### config.mk
export PLATFORM = sky130hd
export DESIGN_NAME = fifo_with_negative_purge_core
export DESIGN_NICKNAME = d
export VERILOG_FILES = /design/src/hw/rtl/fwnp_pkg.sv /design/src/hw/rtl/fifo_with_negative_purge_core.sv
export SDC_FILE = /design/constraint.sdc
export NUM_CORES = 1
export LEC_CHECK = 0
export ABC_AREA = 1
export BUFFER_PORTS_ARGS = -buffer_cell sky130_fd_sc_hd__buf_2
export CAP_MARGIN = 20
export CORE_ASPECT_RATIO = 1.5
export CORE_MARGIN = 2
export CORE_UTILIZATION = 57
export DETAILED_ROUTE_END_ITERATION = 7
export PLACE_DENSITY = 0.74
export REMOVE_ABC_BUFFERS = 1
export SYNTH_ARGS = -nofsm -noshare
export SYNTH_HDL_FRONTEND = slang
export SYNTH_SLANG_ARGS = --single-unit
### constraint.sdc
create_clock -name clock -period 10.8 [get_ports clock]
set_input_delay 3.24 -clock clock [delete_from_list [all_inputs] [get_ports clock]]
set_output_delay 3.24 -clock clock [all_outputs]
set_load 0.05 [all_outputs]
### src/hw/rtl/fwnp_pkg.sv
package fwnp_pkg;

   // Queue geometry.
   localparam int unsigned QUEUE_DEPTH = 16;
   localparam int unsigned PTR_W       = $clog2(QUEUE_DEPTH);
   localparam int unsigned CNT_W       = $clog2(QUEUE_DEPTH + 1);

   // Field widths of the stream channels.
   localparam int unsigned CMD_W       = 2;
   localparam int unsigned VALUE_W     = 32;
   localparam int unsigned ENTRY_W     = 5;
   localparam int unsigned REQ_DATA_W  = 32;
   localparam int unsigned RSP_DATA_W  = 40;

   // Command codes.
   localparam logic [CMD_W-1:0] CMD_PUSH  = 2'd0;
   localparam logic [CMD_W-1:0] CMD_POP   = 2'd1;
   localparam logic [CMD_W-1:0] CMD_PURGE = 2'd2;

   typedef logic [PTR_W-1:0]   ptr_type;
   typedef logic [CNT_W-1:0]   cnt_type;
   typedef logic [VALUE_W-1:0] value_type;

   // Ring slot that lies a given number of entries past a base slot.
   // The sum stays below twice the depth, so one compare and subtract wraps it.
   function automatic ptr_type ring_add(input ptr_type base, input cnt_type offset);
      logic [CNT_W:0] sum;
      sum = (CNT_W + 1)'(base) + (CNT_W + 1)'(offset);
      if (sum >= (CNT_W + 1)'(QUEUE_DEPTH)) begin
         sum = sum - (CNT_W + 1)'(QUEUE_DEPTH);
      end
      return PTR_W'(sum);
   endfunction

endpackage

### src/hw/rtl/fifo_with_negative_purge_core.sv
// Push, unknown commands and a pop from an empty queue answer in the cycle after the
// transaction is accepted, and the next command can follow while the reply is taken; a
// successful pop passes through S_POP (registered store read) and then the result register,
// holding the input off in S_POP. A purge holds the input off until it answers, set by the
// single read and single write port of the entry store.
// Reset (synchronous, active high) empties the queue and clears head, tail and count; the
// entry store itself is not cleared.
module fifo_with_negative_purge_core (
   input  logic                              clock,
   input  logic                              reset,
   input  logic                              req_tvalid,
   output logic                              req_tready,
   // push_value[31:0]
   input  logic [fwnp_pkg::REQ_DATA_W-1:0]   req_tdata,
   // cmd[1:0]
   input  logic [fwnp_pkg::CMD_W-1:0]        req_tuser,
   output logic                              rsp_tvalid,
   input  logic                              rsp_tready,
   // pop_value[31:0], entry_count[36:32], is_empty[37], zero[39:38]
   output logic [fwnp_pkg::RSP_DATA_W-1:0]   rsp_tdata,
   // ok[0]
   output logic                              rsp_tuser
);
   import fwnp_pkg::*;

   typedef enum logic [1:0] {
      S_IDLE,
      S_POP,
      S_PURGE
   } state_type;

   state_type state_ff, state_in;
   ptr_type   head_ff, head_in;
   ptr_type   tail_ff, tail_in;
   cnt_type   count_ff, count_in;
   cnt_type   rd_idx_ff, rd_idx_in;
   cnt_type   kept_ff, kept_in;
   logic      pv_ff, pv_in;

   logic             rsp_valid_ff, rsp_valid_in;
   logic             rsp_ok_ff, rsp_ok_in;
   value_type        rsp_value_ff, rsp_value_in;
   cnt_type          rsp_count_ff, rsp_count_in;

   // Entry store: one write port, one registered read port.
   value_type        mem [QUEUE_DEPTH];
   value_type        rd_data_ff;
   ptr_type          rd_addr;
   ptr_type          wr_addr;
   value_type        wr_data;
   logic             wr_en;

   logic             out_free;
   logic             accept;

   assign out_free   = !rsp_valid_ff || rsp_tready;
   assign req_tready = (state_ff == S_IDLE) && out_free;
   assign accept     = req_tvalid && req_tready;

   // Next-state logic for the command sequencer.
   always_comb begin
      state_in     = state_ff;
      head_in      = head_ff;
      tail_in      = tail_ff;
      count_in     = count_ff;
      rd_idx_in    = rd_idx_ff;
      kept_in      = kept_ff;
      pv_in        = 1'b0;
      rsp_valid_in = rsp_valid_ff && !rsp_tready;
      rsp_ok_in    = rsp_ok_ff;
      rsp_value_in = rsp_value_ff;
      rsp_count_in = rsp_count_ff;
      rd_addr      = head_ff;
      wr_addr      = tail_ff;
      wr_data      = req_tdata;
      wr_en        = 1'b0;

      case (state_ff)
         S_IDLE: begin
            if (accept) begin
               case (req_tuser)
                  CMD_PUSH: begin
                     rsp_valid_in = 1'b1;
                     rsp_value_in = '0;
                     if (count_ff < CNT_W'(QUEUE_DEPTH)) begin
                        wr_en        = 1'b1;
                        tail_in      = ring_add(tail_ff, CNT_W'(1));
                        count_in     = count_ff + CNT_W'(1);
                        rsp_ok_in    = 1'b1;
                        rsp_count_in = count_ff + CNT_W'(1);
                     end else begin
                        rsp_ok_in    = 1'b0;
                        rsp_count_in = count_ff;
                     end
                  end
                  CMD_POP: begin
                     if (count_ff != '0) begin
                        state_in = S_POP;
                     end else begin
                        rsp_valid_in = 1'b1;
                        rsp_ok_in    = 1'b0;
                        rsp_value_in = '0;
                        rsp_count_in = count_ff;
                     end
                  end
                  CMD_PURGE: begin
                     state_in  = S_PURGE;
                     rd_idx_in = '0;
                     kept_in   = '0;
                  end
                  default: begin
                     rsp_valid_in = 1'b1;
                     rsp_ok_in    = 1'b0;
                     rsp_value_in = '0;
                     rsp_count_in = count_ff;
                  end
               endcase
            end
         end

         // Store data for the head slot is now available.
         S_POP: begin
            state_in     = S_IDLE;
            head_in      = ring_add(head_ff, CNT_W'(1));
            count_in     = count_ff - CNT_W'(1);
            rsp_valid_in = 1'b1;
            rsp_ok_in    = 1'b1;
            rsp_value_in = rd_data_ff;
            rsp_count_in = count_ff - CNT_W'(1);
         end

         // Read one entry a cycle; in the following cycle compact the non-negative ones.
         S_PURGE: begin
            rd_addr = ring_add(head_ff, rd_idx_ff);
            wr_addr = ring_add(head_ff, kept_ff);
            wr_data = rd_data_ff;
            if (rd_idx_ff != count_ff) begin
               rd_idx_in = rd_idx_ff + CNT_W'(1);
               pv_in     = 1'b1;
            end
            if (pv_ff && !rd_data_ff[VALUE_W-1]) begin
               wr_en   = 1'b1;
               kept_in = kept_ff + CNT_W'(1);
            end
            if ((rd_idx_ff == count_ff) && !pv_ff) begin
               state_in     = S_IDLE;
               count_in     = kept_ff;
               tail_in      = ring_add(head_ff, kept_ff);
               rsp_valid_in = 1'b1;
               rsp_ok_in    = 1'b1;
               rsp_value_in = '0;
               rsp_count_in = kept_ff;
            end
         end

         default: begin
            state_in = S_IDLE;
         end
      endcase
   end

   // Control state and the result register.
   always_ff @(posedge clock) begin
      if (reset) begin
         state_ff     <= S_IDLE;
         head_ff      <= '0;
         tail_ff      <= '0;
         count_ff     <= '0;
         rd_idx_ff    <= '0;
         kept_ff      <= '0;
         pv_ff        <= 1'b0;
         rsp_valid_ff <= 1'b0;
      end else begin
         state_ff     <= state_in;
         head_ff      <= head_in;
         tail_ff      <= tail_in;
         count_ff     <= count_in;
         rd_idx_ff    <= rd_idx_in;
         kept_ff      <= kept_in;
         pv_ff        <= pv_in;
         rsp_valid_ff <= rsp_valid_in;
      end
      rsp_ok_ff    <= rsp_ok_in;
      rsp_value_ff <= rsp_value_in;
      rsp_count_ff <= rsp_count_in;
   end

   // Entry store access.
   always_ff @(posedge clock) begin
      if (wr_en) begin
         mem[wr_addr] <= wr_data;
      end
      rd_data_ff <= mem[rd_addr];
   end

   // Result transaction packing.
   assign rsp_tvalid = rsp_valid_ff;
   assign rsp_tuser  = rsp_ok_ff;
   assign rsp_tdata  = {2'b00, (rsp_count_ff == '0), ENTRY_W'(rsp_count_ff), rsp_value_ff};

`ifndef SYNTHESIS
   a_count_bound: assert property (@(posedge clock) disable iff (reset)
      count_ff <= CNT_W'(QUEUE_DEPTH))
      else $error("entry count exceeds queue depth");

   a_tail_consistent: assert property (@(posedge clock) disable iff (reset)
      (state_ff == S_IDLE) |-> (tail_ff == ring_add(head_ff, count_ff)))
      else $error("tail slot does not match head plus count");

   a_purge_write_behind: assert property (@(posedge clock) disable iff (reset)
      (state_ff == S_PURGE && wr_en) |-> (kept_ff < rd_idx_ff))
      else $error("purge write overtakes the read position");

   a_pop_slot_free: assert property (@(posedge clock) disable iff (reset)
      (state_ff == S_POP) |-> !rsp_valid_ff)
      else $error("pop result would overwrite a pending result");

   a_purge_returns: assert property (@(posedge clock) disable iff (reset)
      (state_ff == S_PURGE && state_in == S_IDLE) |=> (rsp_tvalid && rsp_tuser))
      else $error("purge ended without a successful result");
`endif

endmodule

# Word-level counts from Yosys, hierarchy flattened
# Memories as Yosys holds them, arrays and structs flattened. A register that Yosys moved wholly into a read port is not among the register bits.
# Index checks and enable logic that the tools add are counted.
# Widths: inputs -> output; s select.
# word_totals
reg_bits	65
ram_bits	512
input_bits	38
out_inout_bits	43
n_memories	1
# memory_table
memory	words	width	rd	rd_clocked_by_memory_dff	wr	line	text
mem	16	32	1	1	1	fifo_with_negative_purge_core.sv:46	value_type mem [QUEUE_DEPTH];
# classes
add_sub_neg	12
n_lt_le_gt_ge	5
n_eq_ne	17
n_mux	55
bitwise_logic	1
reduce_logical	23
# op_table
op	count
$mux 32	4
$pmux 32 s3	1
$pmux 32 s2	1
$mux 5	10
$pmux 5 s3	3
$mux 4	10
$pmux 5 s2	2
$reduce_and 4->1	4
$sub 4x1->4 const B	4
$add 5x1->5 const B	3
$mux 1	13
$add 4x5->6	2
$ge 6x5->1 const B	2
$add 4x1->5 const B	2
$ge 5x5->1 const B	2
$ne 2x2->1 const B	5
$reduce_and 5->1	2
$pmux 1 s3	3
$pmux 2 s2	2
$pmux 4 s2	1
$mux 2	3
$ne 2x1->1 const B	3
$ne 3x3->1 const B	2
$eq 5x5->1	1
17 further kinds	28

# Logic depth before layout (Yosys ltp)
# depth
ltp_word	8
depth_mapped	12
ltp_nobuf	11

# Least setup slack after synthesis
# OpenSTA, ideal clock, no wires.
# synth_path
path_kind	input port to output port
start	input rsp_tready
end	output req_tready
arrival_ns	4.074
t_required_ns	7.560
path_slack_ns	3.486
path_stages	4
path_cell_list	inv_1 > nand2_1 > inv_1 > nor2_1
# synth_between
elab_chain_len	2
# synth_lines
element	line	text
start, declared	fifo_with_negative_purge_core.sv:18	input logic rsp_tready,
$logic_or 1x1->1	fifo_with_negative_purge_core.sv:56	assign out_free = !rsp_valid_ff || rsp_tready;
$logic_and 1x1->1	fifo_with_negative_purge_core.sv:57	assign req_tready = (state_ff == S_IDLE) && out_free;
end, declared	fifo_with_negative_purge_core.sv:12	output logic req_tready,
# No other way between the ends.

# Worst setup path in the final report
# Ends and elaborated chain as after synthesis.

==> results.md <==
* Combinational share of power at 31.4%
* RD Place Congestion at 0.863
* DRC at 0
* Grt met2 use at 43.0%
* Io pins at 81
* WP data required at 7.56 ns
* GRT Max-Usage Layer: met2
* Routing usage on met1 at 32.9%
* Routed Antenna Nets at 0
* Crit path time final at 7.11 ns
* Seq/Total Area, Yosys at 69.7%
* DR vias/cell at 6.06
* Layout area overhead at 9.47%
* Clk_skew at 0.0153 ns
* Synth Cell Area at 25400 um^2
* Internal Power at 4.52 mW
* Pins over their slew limit at 0
* WS Path Type: in -> out
* FF+latch count, synth at 609
* Max-cap violations at 0
* Clock Sinks at 609
* Unrepaired setup endpoints after global routing: no
* Part of the power in registers at 42.7%
* Avg WL per Cell at 21.3 um
* Maximum VDD drop at 0.197 mV
* Initial DRC Count at 1741
* Worst-skew pair later-pin latency at 0.58 ns
* CP max stage cell: buf_2
* Port bufs at 78
* Period utilisation layout at 65.9%
* LEAKAGE at 9.84 nW
* Flop2flop setup slack at 6.11 ns
* Max FO, Critical Path at 4
* # rows at 94
* Setup Buffers After CTS at 0
* H-tree Lvls at 2
* CTS root buf: clkbuf_16
* GRT Residual Overflow at 0
* Die Area at 46300 um^2
* Crit-path cells: buf_2 > inv_1 > nand2_1 > inv_1 > nor2_1 > buf_2
* Cell Pwr Density at 255 nW/um^2
* Vias in the first global route at 16400
* First-pass GRT wire length at 90500 um
* Layout cell share with drive strength beyond 1 at 10.3%
* Global routing met3 resource utilization at 2.98%
* Max incr delay on CP at 0.26 ns
* Fill count at 3215
* Data arrival, critical path at 3.87 ns
* Clk network pwr share at 26.0%
* Register area at 17700 um^2
* Die Y at 262 um
* Cts hold-fix bufs at 0
* Critical Path Start Type: primary input
* Global Route Usage Sum at 25.4%
* Worst-Margin Slew at 1.24 ns
* DP HPWL at 30400 um
* Fmax at 141 MHz
* Syn avg cell area at 12.0 um^2
* Total wire length at 58900 um
* Pin count of the biggest net entering global routing at 257
* Crit path capture type: output pin
* Starting Density at 57.8%
* Worst relative slew slack at 17.0%
* Final TNS setup at 0 ns
* Synth warn at 0
* CTS buffer count at 54
* Cells after synthesis at 2123
* Count of cell types in the netlist at 41
* Initial antenna violation count at 0
* Max clock buf depth at 3
* Hold Crit Class: reg -> reg
* Final nets at 2205
* Total chip power at 7.07 mW
* Final setup violation count at 0
* Cts repair resizes at 0
* Drt pass-1 iters at 6
* Sw frac at 36.1%
* Switch Pwr at 2.55 mW
* Reg clk slew, reported paths at 0.07 ns
* Status: completed
* Fin. Hold Viols at 0
* Vias at 16800
* Die W at 176 um
* Multi-input gate area at 6250 um^2
* ANT cells at 0
* TritonCTS clock tree: built
* Core Area at 43900 um^2
-- flip-flops by register name, indices dropped and copies added, names as in the netlist --
register	cells
rsp_count_ff	5
rsp_tuser	1
rsp_value_ff	32
count_ff	5
rd_idx_ff	5
rd_data_ff	32
mem	512
head_ff	4
pv_ff	1
kept_ff	5
tail_ff	4
state_ff	2
rsp_tvalid	1
-- metrics by stage --
step	hold WS [ns]	instance area [um^2]	std cells	util, %	worst slack, ns
2_1_floorplan	0.453	24600	1984	-	3.28
3_3_place_gp	0.477	26100	2665	59.5	3.68
3_5_place_dp	0.490	26100	2665	59.5	3.68
4_1_cts	0.503	27800	2766	63.3	3.68
5_1_grt	0.516	27800	2766	63.3	3.61
6_report	0.506	27800	2766	63.3	3.69
-- final timing paths --
path                            startpoint                      end  cells after the start
setup / recovery                rsp_tready               req_tready                      6
hold / removal     tail_ff[3]$_SDFFE_PP0P_  tail_ff[3]$_SDFFE_PP0P_                      2
setup reg to reg  state_ff[0]$_SDFFE_PP0P_   rd_data_ff[22]$_DFF_P_                     11
hold reg to reg    tail_ff[3]$_SDFFE_PP0P_  tail_ff[3]$_SDFFE_PP0P_                      2
-- cell families (layout without fill, tap and decap cells) --
kind of cell | after synthesis | count (layout) | share of synthesized area [%]
other cells | 1 | 2 | 0.0148
simple gates | 418 | 418 | 7.07
fa+ha+maj | 22 | 22 | 1.14
xor+xnor | 12 | 12 | 0.414
compound gates | 706 | 706 | 15.3
buf+inv | 355 | 421 | 6.30
flops | 609 | 609 | 69.7
-- routing by layer --
| layer | up-vias | part of all wire, % |
|---|---|---|
| li1 | 7699 | - |
| met1 | 8140 | 38 |
| met2 | 761 | 51 |
| met3 | 173 | 7.1 |
| met4 | 0 | 4.1 |
| met5 | - | 0 |
-- critical path, delay by kind of cell --
family,cells,cell delay [ns]
simple gates,2,0.19
buf+inv,4,0.43
-- power by group through the flow --
stage	sequential (mW)	combinational, mW	clock, mW
floorplan	3.31	1.37	0
CTS	3.02	2.21	1.86
detailed placement	3.06	2.20	0
global route	3.03	2.44	1.95
finish	3.02	2.22	1.84
global placement	3.06	2.13	0
-- synth_stat cells (all sizes together) --
cell | count | share of area (%)
clkbuf | 14 | 0.22
nor2 | 57 | 0.90
buf | 126 | 2.9
nor3 | 5 | 0.099
o22ai | 3 | 0.074
conb | 1 | 0.015
xnor2 | 6 | 0.21
xor2 | 6 | 0.21
o21bai | 1 | 0.030
nand3 | 93 | 1.9
inv | 215 | 3.2
o311ai | 1 | 0.035
o21a | 1 | 0.030
a21oi | 283 | 5.6
fa | 2 | 0.16
nand4 | 7 | 0.20
o21ai | 286 | 5.7
and3 | 2 | 0.049
or2 | 1 | 0.025
o31ai | 2 | 0.059
dfxtp | 59 | 4.7
nor3b | 1 | 0.030
o211ai | 129 | 3.8
ha | 20 | 0.99
edfxtp | 550 | 65
nand2 | 252 | 3.8
-- cells in the final DEF (no fill, tap or decap), types with 7 or more instances in the layout --
cell type    n
edfxtp_1   550
a21oi_1    283
nand2_1    246
inv_1      208
o21ai_1    146
o21ai_0    136
o211ai_1   129
nand3_1     90
buf_2       78
dfxtp_1     59
clkbuf_16   55
nor2_1      36
buf_4       25
nor2_4      18
ha_1        18
clkinv_1    14
clkbuf_1    11
clkinv_2    10
inv_2        7
-- final cells by class --
cell class | count | share of cell area [%]
sequential | 609 | 63.7
multi-input combinational | 1160 | 22.5
clock buffer | 67 | 5.15
inverter | 215 | 2.91
tap | 576 | 2.59
timing repair buffer | 105 | 2.23
clock inverter | 34 | 0.896
No activity file was read; power rests on OpenSTA's default activity.
